==> src/hw/rtl/calu_pkg.sv <==
// Shared types and opcode constants for the accumulator/flag ALU.
package calu_pkg;

    localparam int OP_W = 5;

    localparam logic [OP_W-1:0] OP_ADD   = 5'd0;
    localparam logic [OP_W-1:0] OP_ADC   = 5'd1;
    localparam logic [OP_W-1:0] OP_SUB   = 5'd2;
    localparam logic [OP_W-1:0] OP_SBC   = 5'd3;
    localparam logic [OP_W-1:0] OP_CP    = 5'd4;
    localparam logic [OP_W-1:0] OP_INC   = 5'd5;
    localparam logic [OP_W-1:0] OP_DEC   = 5'd6;
    localparam logic [OP_W-1:0] OP_ADDHL = 5'd7;
    localparam logic [OP_W-1:0] OP_ADDSP = 5'd8;
    localparam logic [OP_W-1:0] OP_AND   = 5'd9;
    localparam logic [OP_W-1:0] OP_XOR   = 5'd10;
    localparam logic [OP_W-1:0] OP_OR    = 5'd11;
    localparam logic [OP_W-1:0] OP_BIT   = 5'd12;
    localparam logic [OP_W-1:0] OP_RL    = 5'd13;
    localparam logic [OP_W-1:0] OP_RLC   = 5'd14;
    localparam logic [OP_W-1:0] OP_RR    = 5'd15;
    localparam logic [OP_W-1:0] OP_RRC   = 5'd16;
    localparam logic [OP_W-1:0] OP_SLA   = 5'd17;
    localparam logic [OP_W-1:0] OP_SRA   = 5'd18;
    localparam logic [OP_W-1:0] OP_SRL   = 5'd19;
    localparam logic [OP_W-1:0] OP_SWAP  = 5'd20;
    localparam logic [OP_W-1:0] OP_LOAD  = 5'd21;

    // flag bit positions
    localparam int FLAG_Z = 3;
    localparam int FLAG_N = 2;
    localparam int FLAG_H = 1;
    localparam int FLAG_C = 0;

    typedef struct packed {
        logic [OP_W-1:0] opcode;
        logic [7:0]      operand_byte;
        logic [15:0]     operand_word;
        logic [15:0]     word_base;
        logic [2:0]      bit_index;
        logic [3:0]      load_flags;
    } t_calu_in;

    typedef struct packed {
        logic [7:0]  accumulator;
        logic [3:0]  flags;
        logic [7:0]  result_byte;
        logic [15:0] result_word;
    } t_calu_out;

endpackage

==> src/hw/rtl/calu_exec.sv <==
// Combinational execute stage: one operation against the current accumulator and flags.
module calu_exec (
    input  calu_pkg::t_calu_in  i_item,
    input  logic [7:0]          i_acc,
    input  logic [3:0]          i_flags,
    output calu_pkg::t_calu_out o_res
);

    logic [7:0]  a;
    logic [7:0]  b;
    logic        cf;
    logic        add_c;
    logic        sub_c;
    logic [8:0]  add_s;
    logic [4:0]  add_h;
    logic [8:0]  sub_d;
    logic [4:0]  sub_h;
    logic [16:0] hl_s;
    logic [12:0] hl_h;
    logic [15:0] sp_s;
    logic [4:0]  sp_h;
    logic [8:0]  sp_c;
    logic [7:0]  inc_v;
    logic [7:0]  dec_v;

    assign a     = i_acc;
    assign b     = i_item.operand_byte;
    assign cf    = i_flags[calu_pkg::FLAG_C];
    assign add_c = (i_item.opcode == calu_pkg::OP_ADC) ? cf : 1'b0;
    assign sub_c = (i_item.opcode == calu_pkg::OP_SBC) ? cf : 1'b0;

    assign add_s = {1'b0, a} + {1'b0, b} + {8'd0, add_c};
    assign add_h = {1'b0, a[3:0]} + {1'b0, b[3:0]} + {4'd0, add_c};
    // bit 8/4 of the wrapped difference is the borrow
    assign sub_d = {1'b0, a} - {1'b0, b} - {8'd0, sub_c};
    assign sub_h = {1'b0, a[3:0]} - {1'b0, b[3:0]} - {4'd0, sub_c};

    assign hl_s  = {1'b0, i_item.word_base} + {1'b0, i_item.operand_word};
    assign hl_h  = {1'b0, i_item.word_base[11:0]} + {1'b0, i_item.operand_word[11:0]};
    assign sp_s  = i_item.word_base + {{8{b[7]}}, b};
    assign sp_h  = {1'b0, i_item.word_base[3:0]} + {1'b0, b[3:0]};
    assign sp_c  = {1'b0, i_item.word_base[7:0]} + {1'b0, b};

    assign inc_v = b + 8'd1;
    assign dec_v = b - 8'd1;

    always_comb begin
        logic [7:0] acc_n;
        logic [3:0] flg_n;
        logic [7:0] rb;
        logic [15:0] rw;
        logic [7:0] sh;
        logic       sh_c;
        logic       is_sh;
        logic [7:0] lg;

        acc_n = a;
        flg_n = i_flags;
        rb    = 8'd0;
        rw    = 16'd0;
        sh    = 8'd0;
        sh_c  = 1'b0;
        is_sh = 1'b0;
        lg    = 8'd0;

        case (i_item.opcode)
            calu_pkg::OP_ADD, calu_pkg::OP_ADC: begin
                acc_n = add_s[7:0];
                flg_n = {(add_s[7:0] == 8'd0), 1'b0, add_h[4], add_s[8]};
            end
            calu_pkg::OP_SUB, calu_pkg::OP_SBC, calu_pkg::OP_CP: begin
                if (i_item.opcode != calu_pkg::OP_CP) begin
                    acc_n = sub_d[7:0];
                end
                flg_n = {(sub_d[7:0] == 8'd0), 1'b1, sub_h[4], sub_d[8]};
            end
            calu_pkg::OP_INC: begin
                rb = inc_v;
                flg_n = {(inc_v == 8'd0), 1'b0, (b[3:0] == 4'hF), cf};
            end
            calu_pkg::OP_DEC: begin
                rb = dec_v;
                flg_n = {(dec_v == 8'd0), 1'b1, (b[3:0] == 4'h0), cf};
            end
            calu_pkg::OP_ADDHL: begin
                rw = hl_s[15:0];
                flg_n = {i_flags[calu_pkg::FLAG_Z], 1'b0, hl_h[12], hl_s[16]};
            end
            calu_pkg::OP_ADDSP: begin
                rw = sp_s;
                flg_n = {1'b0, 1'b0, sp_h[4], sp_c[8]};
            end
            calu_pkg::OP_AND, calu_pkg::OP_XOR, calu_pkg::OP_OR: begin
                if (i_item.opcode == calu_pkg::OP_AND) begin
                    lg = a & b;
                end else if (i_item.opcode == calu_pkg::OP_XOR) begin
                    lg = a ^ b;
                end else begin
                    lg = a | b;
                end
                acc_n = lg;
                flg_n = {(lg == 8'd0), 1'b0, (i_item.opcode == calu_pkg::OP_AND), 1'b0};
            end
            calu_pkg::OP_BIT: begin
                flg_n = {~b[i_item.bit_index], 1'b0, 1'b1, cf};
            end
            calu_pkg::OP_RL: begin
                is_sh = 1'b1;
                sh    = {b[6:0], cf};
                sh_c  = b[7];
            end
            calu_pkg::OP_RLC: begin
                is_sh = 1'b1;
                sh    = {b[6:0], b[7]};
                sh_c  = b[7];
            end
            calu_pkg::OP_RR: begin
                is_sh = 1'b1;
                sh    = {cf, b[7:1]};
                sh_c  = b[0];
            end
            calu_pkg::OP_RRC: begin
                is_sh = 1'b1;
                sh    = {b[0], b[7:1]};
                sh_c  = b[0];
            end
            calu_pkg::OP_SLA: begin
                is_sh = 1'b1;
                sh    = {b[6:0], 1'b0};
                sh_c  = b[7];
            end
            calu_pkg::OP_SRA: begin
                is_sh = 1'b1;
                sh    = {b[7], b[7:1]};
                sh_c  = b[0];
            end
            calu_pkg::OP_SRL: begin
                is_sh = 1'b1;
                sh    = {1'b0, b[7:1]};
                sh_c  = b[0];
            end
            calu_pkg::OP_SWAP: begin
                is_sh = 1'b1;
                sh    = {b[3:0], b[7:4]};
                sh_c  = 1'b0;
            end
            calu_pkg::OP_LOAD: begin
                acc_n = b;
                flg_n = i_item.load_flags;
            end
            default: begin
                // unused opcodes: no-op
            end
        endcase

        if (is_sh) begin
            rb    = sh;
            flg_n = {(sh == 8'd0), 1'b0, 1'b0, sh_c};
        end

        o_res.accumulator = acc_n;
        o_res.flags       = flg_n;
        o_res.result_byte = rb;
        o_res.result_word = rw;
    end

endmodule

==> src/hw/rtl/cpu_alu_with_flags.sv <==
// 8-bit accumulator ALU with Z/N/H/C flags: input register, execute stage, result register.
//
// Input channel (i_in_valid / o_in_ready / i_in_data) takes one operation per
// transfer; output channel (o_out_valid / i_out_ready / o_out_data) returns one
// result per operation, in order, carrying the accumulator and flags after it.
// An operation is held in the input register, then executed into the result register.
// Throughput: one operation per cycle while the receiver keeps i_out_ready high.
// The accumulator and flags are read and written by the single execute stage,
// so back-to-back operations chain with no bubble.
// The input register keeps accepting while a result waits, until both the
// result register and the input register are full; while the receiver then
// stalls, o_out_data holds steady and o_in_ready drops.
// Reset (synchronous, active low) clears the accumulator, the flags and both
// valid bits; nothing in flight survives.
module cpu_alu_with_flags (
    input  logic                i_clk,
    input  logic                i_rst_n,
    input  logic                i_in_valid,
    output logic                o_in_ready,
    input  calu_pkg::t_calu_in  i_in_data,
    output logic                o_out_valid,
    input  logic                i_out_ready,
    output calu_pkg::t_calu_out o_out_data
);

    logic                r_in_vld;
    calu_pkg::t_calu_in  r_in;
    logic                r_out_vld;
    calu_pkg::t_calu_out r_out;
    logic [7:0]          r_acc;
    logic [3:0]          r_flg;

    logic                w_adv;
    calu_pkg::t_calu_out n_out;

    // execute moves the held item into the result register
    assign w_adv      = r_in_vld && (!r_out_vld || i_out_ready);
    assign o_in_ready = !r_in_vld || w_adv;

    calu_exec u_exec (
        .i_item  (r_in),
        .i_acc   (r_acc),
        .i_flags (r_flg),
        .o_res   (n_out)
    );

    always_ff @(posedge i_clk) begin
        if (!i_rst_n) begin
            r_in_vld  <= 1'b0;
            r_out_vld <= 1'b0;
            r_acc     <= 8'd0;
            r_flg     <= 4'd0;
        end else begin
            if (o_in_ready) begin
                r_in_vld <= i_in_valid;
            end
            if (w_adv) begin
                r_out_vld <= 1'b1;
                r_acc     <= n_out.accumulator;
                r_flg     <= n_out.flags;
            end else if (i_out_ready) begin
                r_out_vld <= 1'b0;
            end
        end
    end

    always_ff @(posedge i_clk) begin
        if (o_in_ready && i_in_valid) begin
            r_in <= i_in_data;
        end
        if (w_adv) begin
            r_out <= n_out;
        end
    end

    assign o_out_valid = r_out_vld;
    assign o_out_data  = r_out;

`ifndef SYNTHESIS
    // a shown result always matches the architectural state it produced
    a_state_match: assert property (@(posedge i_clk) disable iff (!i_rst_n)
        r_out_vld |-> (r_out.accumulator == r_acc && r_out.flags == r_flg))
        else $error("result register out of step with accumulator/flags");

    // an empty input register never refuses a transfer
    a_in_open: assert property (@(posedge i_clk) disable iff (!i_rst_n)
        !r_in_vld |-> o_in_ready)
        else $error("input stalled while empty");

    // a stalled result is not overwritten
    a_out_hold: assert property (@(posedge i_clk) disable iff (!i_rst_n)
        (r_out_vld && !i_out_ready) |=> (r_out_vld && $stable(r_out)))
        else $error("stalled result changed");
`endif

endmodule
==> config.mk <==
export PLATFORM = sky130hd
export DESIGN_NAME = cpu_alu_with_flags
export DESIGN_NICKNAME = d
export VERILOG_FILES = /design/src/hw/rtl/calu_pkg.sv /design/src/hw/rtl/calu_exec.sv /design/src/hw/rtl/cpu_alu_with_flags.sv
export SDC_FILE = /design/constraint.sdc
export NUM_CORES = 1
export LEC_CHECK = 0
export BUFFER_PORTS_ARGS = -buffer_cell sky130_fd_sc_hd__clkbuf_2
export CORE_MARGIN = 3
export CORE_UTILIZATION = 61
export DETAILED_ROUTE_END_ITERATION = 10
export GPL_TIMING_DRIVEN = 1
export PLACE_DENSITY = 0.87
export SKIP_CTS_REPAIR_TIMING = 1
export SLEW_MARGIN = 15
export SYNTH_ARGS = -nofsm -noshare
export SYNTH_HDL_FRONTEND = slang
export SYNTH_SLANG_ARGS = --single-unit
==> constraint.sdc <==
create_clock -name i_clk -period 6.9 [get_ports i_clk]
set_input_delay 1.035 -clock i_clk [delete_from_list [all_inputs] [get_ports i_clk]]
set_output_delay 1.035 -clock i_clk [all_outputs]
set_load 0.02 [all_outputs]
==> metrics.yaml <==
sta:
  setup_violations: 0
  slew_headroom_pct: 35.3
  slew_viol_final: 0
  grt_setup_unrepaired: "no"
  fin_ws_ps: 2450
  worst_slew_pin_slew_ps: 967
  hold_ws_ps: 485
  fmaxAchievable_mhz: 225
  final.period_utilization_pct: 64.5
  setup_tns_ps: 0
  skew_ps: 12.8
  fin_crit_ps: 4450
  hold_viol: 0
hold_path:
  hold_class: "register to register"
cells_and_area:
  diodes: 0
  fillers: 843
  final_common_cell: "clkbuf_2"
  final_cell_count_no_fill: 975
  drive_gt1_share_pct: 16.0
  num-nets-final: 955
  postLayoutCellArea_um2: 8260
  final_core_util_pct: 70.8
  layout_common_cells: "clkbuf_2, edfxtp_1, ha_1"
  area_growth_pct: 11.0
drt:
  drt-total-wl_um: 20700
  ant_nets: 0
  vias: 6601
  drc: 0
  wl_per_cell_um: 21.2
  drt_pre_antenna_iters: 9
  drt_iter0_drc: 866
  viasPerCell: 6.77
power_and_ir_drop:
  total_power_mw: 1.68
  cellPowerDensity_nw_per_um2: 203
  power_leakage_nw: 3.36
  peakVddDrop_uv: 226
clocking:
  clkLatencyLatePin_ps: 360
  htreeDepth: 3
  cts.clk_slew.worst_paths_ps: 80
  root_buffer: "clkbuf_16"
  clk_path_buf_depth: 2
  cts_tree: "built"
  cts_sinks: 102
  cts_made_buffers: 9
worst_setup_path:
  arrival_ps: 4540
  path_buf_inv: 0
  cp_cell_sequence: "or3_1, or3_1, fa_1, fa_1, o21a_1, o221a_2, a21o_1, a21oi_1, xnor2_1, nor2_1, nor4_1, nor2_1"
  critical-path-slowest-cell: "edfxtp_1"
  cp-start-kind: "register"
  critical-path-top-delay-family: "simple AND/OR/NAND/NOR gates"
  cp_max_fo: 33
  critical_path_class: "register to register"
  cpPeakStageDelay_ps: 750
  cp.required_ps: 6990
  end_kind: "register"
placed_design:
  dpl_cell_area_um2: 7980
  gp_congestion: 0.990
  io_buffers: 93
  dpl.hpwl_um: 15200
  place_ws_ps: 2540
  dp_cells: 959
run_status:
  outcome: "finished, final reports clean"
logic_synthesis:
  synthMuxAreaShare_pct: 1.60
  synthAdderAreaFrac_pct: 12.7
  synth-xor-area-share_pct: 6.24
  syn_area_um2: 7440
  synth_top_family_by_area: "compound AO/OA/AOI/OAI gates"
  yosys_warnings: 0
  synthDistinctLibCells: 81
  syn_area_per_cell_um2: 9.92
  syn-num-nets: 878
  synthSimpleGateAreaFrac_pct: 15.5
  synth_edf_count: 88
  synth_cells: 750
  synth_compound_area_share_pct: 20.4
  ys_seq_elements: 102
  synthArstFlopShare_pct: 0
  seq_area_frac_synth_pct: 39.3
  synth-main-ff-cell: "edfxtp_1"
floorplanning:
  die_area_um2: 13600
  initial_utilization_pct: 63.8
  core.rowCount: 39
  die_h_um: 116
  core_um2: 11700
  die_w_um: 116
  ios: 94
global_route:
  grt_max_degree: 53
  antenna_found_initial: 0
  grt.overflow.total: 0
  grt_pass1_wl_um: 33200
  track_usage_pct: 31.7
  grt_pass1_vias: 6354
run:
  drv_cap: 0
==> metal layers <==
layer	part of all wire [%]	global-route usage, %
met1	42	44.7
met4	2.3	9.90
met2	46	49.2
met5	0	0
met3	10	7.20
==> synthesized netlist by cell type (9+ instances only) <==
master | number | share of area [%]
edfxtp_1 | 88 | 36
a222oi_1 | 12 | 1.6
xnor2_1 | 26 | 3.1
nand3_1 | 23 | 1.5
a21o_1 | 11 | 1.1
clkbuf_1 | 20 | 1.0
nor3_1 | 23 | 1.5
xor2_1 | 27 | 3.2
a21oi_1 | 45 | 3.0
ha_1 | 66 | 11
a211oi_1 | 14 | 1.4
o21ai_0 | 28 | 1.9
o21a_1 | 14 | 1.4
buf_2 | 9 | 0.61
nand2_1 | 48 | 2.4
nor2_1 | 50 | 2.5
dfxtp_1 | 14 | 3.8
o22ai_1 | 21 | 1.8
nor2b_1 | 9 | 0.76
inv_1 | 42 | 2.1
nand2b_1 | 10 | 0.84
==> power breakdown <==
part           internal (mW)  switching [mW]
sequential             0.712          0.0333
clock                  0.252           0.239
combinational          0.175           0.266
total                   1.14           0.539
==> logic make-up (layout without fill, tap and decap cells) <==
group / Yosys count / count (layout)
DFF: 102 / 102
AOI/OAI and AO/OA: 216 / 216
buffers and inverters: 77 / 159
muxes: 8 / 8
and+or+nand+nor: 222 / 222
adders and majority gates: 72 / 72
xor gates and xnor gates: 53 / 53
==> layout make-up <==
type	count	area, um^2	share of cell area, %
Sequential cell	102	2920	35.4
Multi-Input combinational cell	571	4200	50.8
Clock buffer	10	229	2.77
Tap cell	143	179	2.17
Timing Repair Buffer	100	518	6.27
Clock inverter	6	51.3	0.621
Inverter	43	161	1.95
==> final timing paths <==
path / slack (ps) / to / start / cells past startpoint
worst min-delay path: 490 / r_flg[2] / r_flg[2] / 2
worst max-delay path: 2450 / o_out_data[24] / r_in[51] / 12
worst max register to register: 2450 / o_out_data[24] / r_in[51] / 12
worst min register to register: 490 / r_flg[2] / r_flg[2] / 2
==> state kept, by name, indices dropped and copies added (netlist names) <==
signal and count:
o_out_data 36, r_flg 4, o_out_valid 1, r_in_vld 1, r_acc 8, r_in 52
==> worst reg2reg max path: cells and delay by family, from the launching register on <==
| family | cells | cell delay [ps] |
|---|---|---|
| AO/OA/AOI/OAI | 4 | 840 |
| XOR/XNOR | 1 | 140 |
| adder cells (fa/ha/maj) | 2 | 860 |
| flip-flops | 1 | 750 |
| AND/OR/NAND/NOR | 5 | 1580 |
Power figures use the tool's default switching activity.
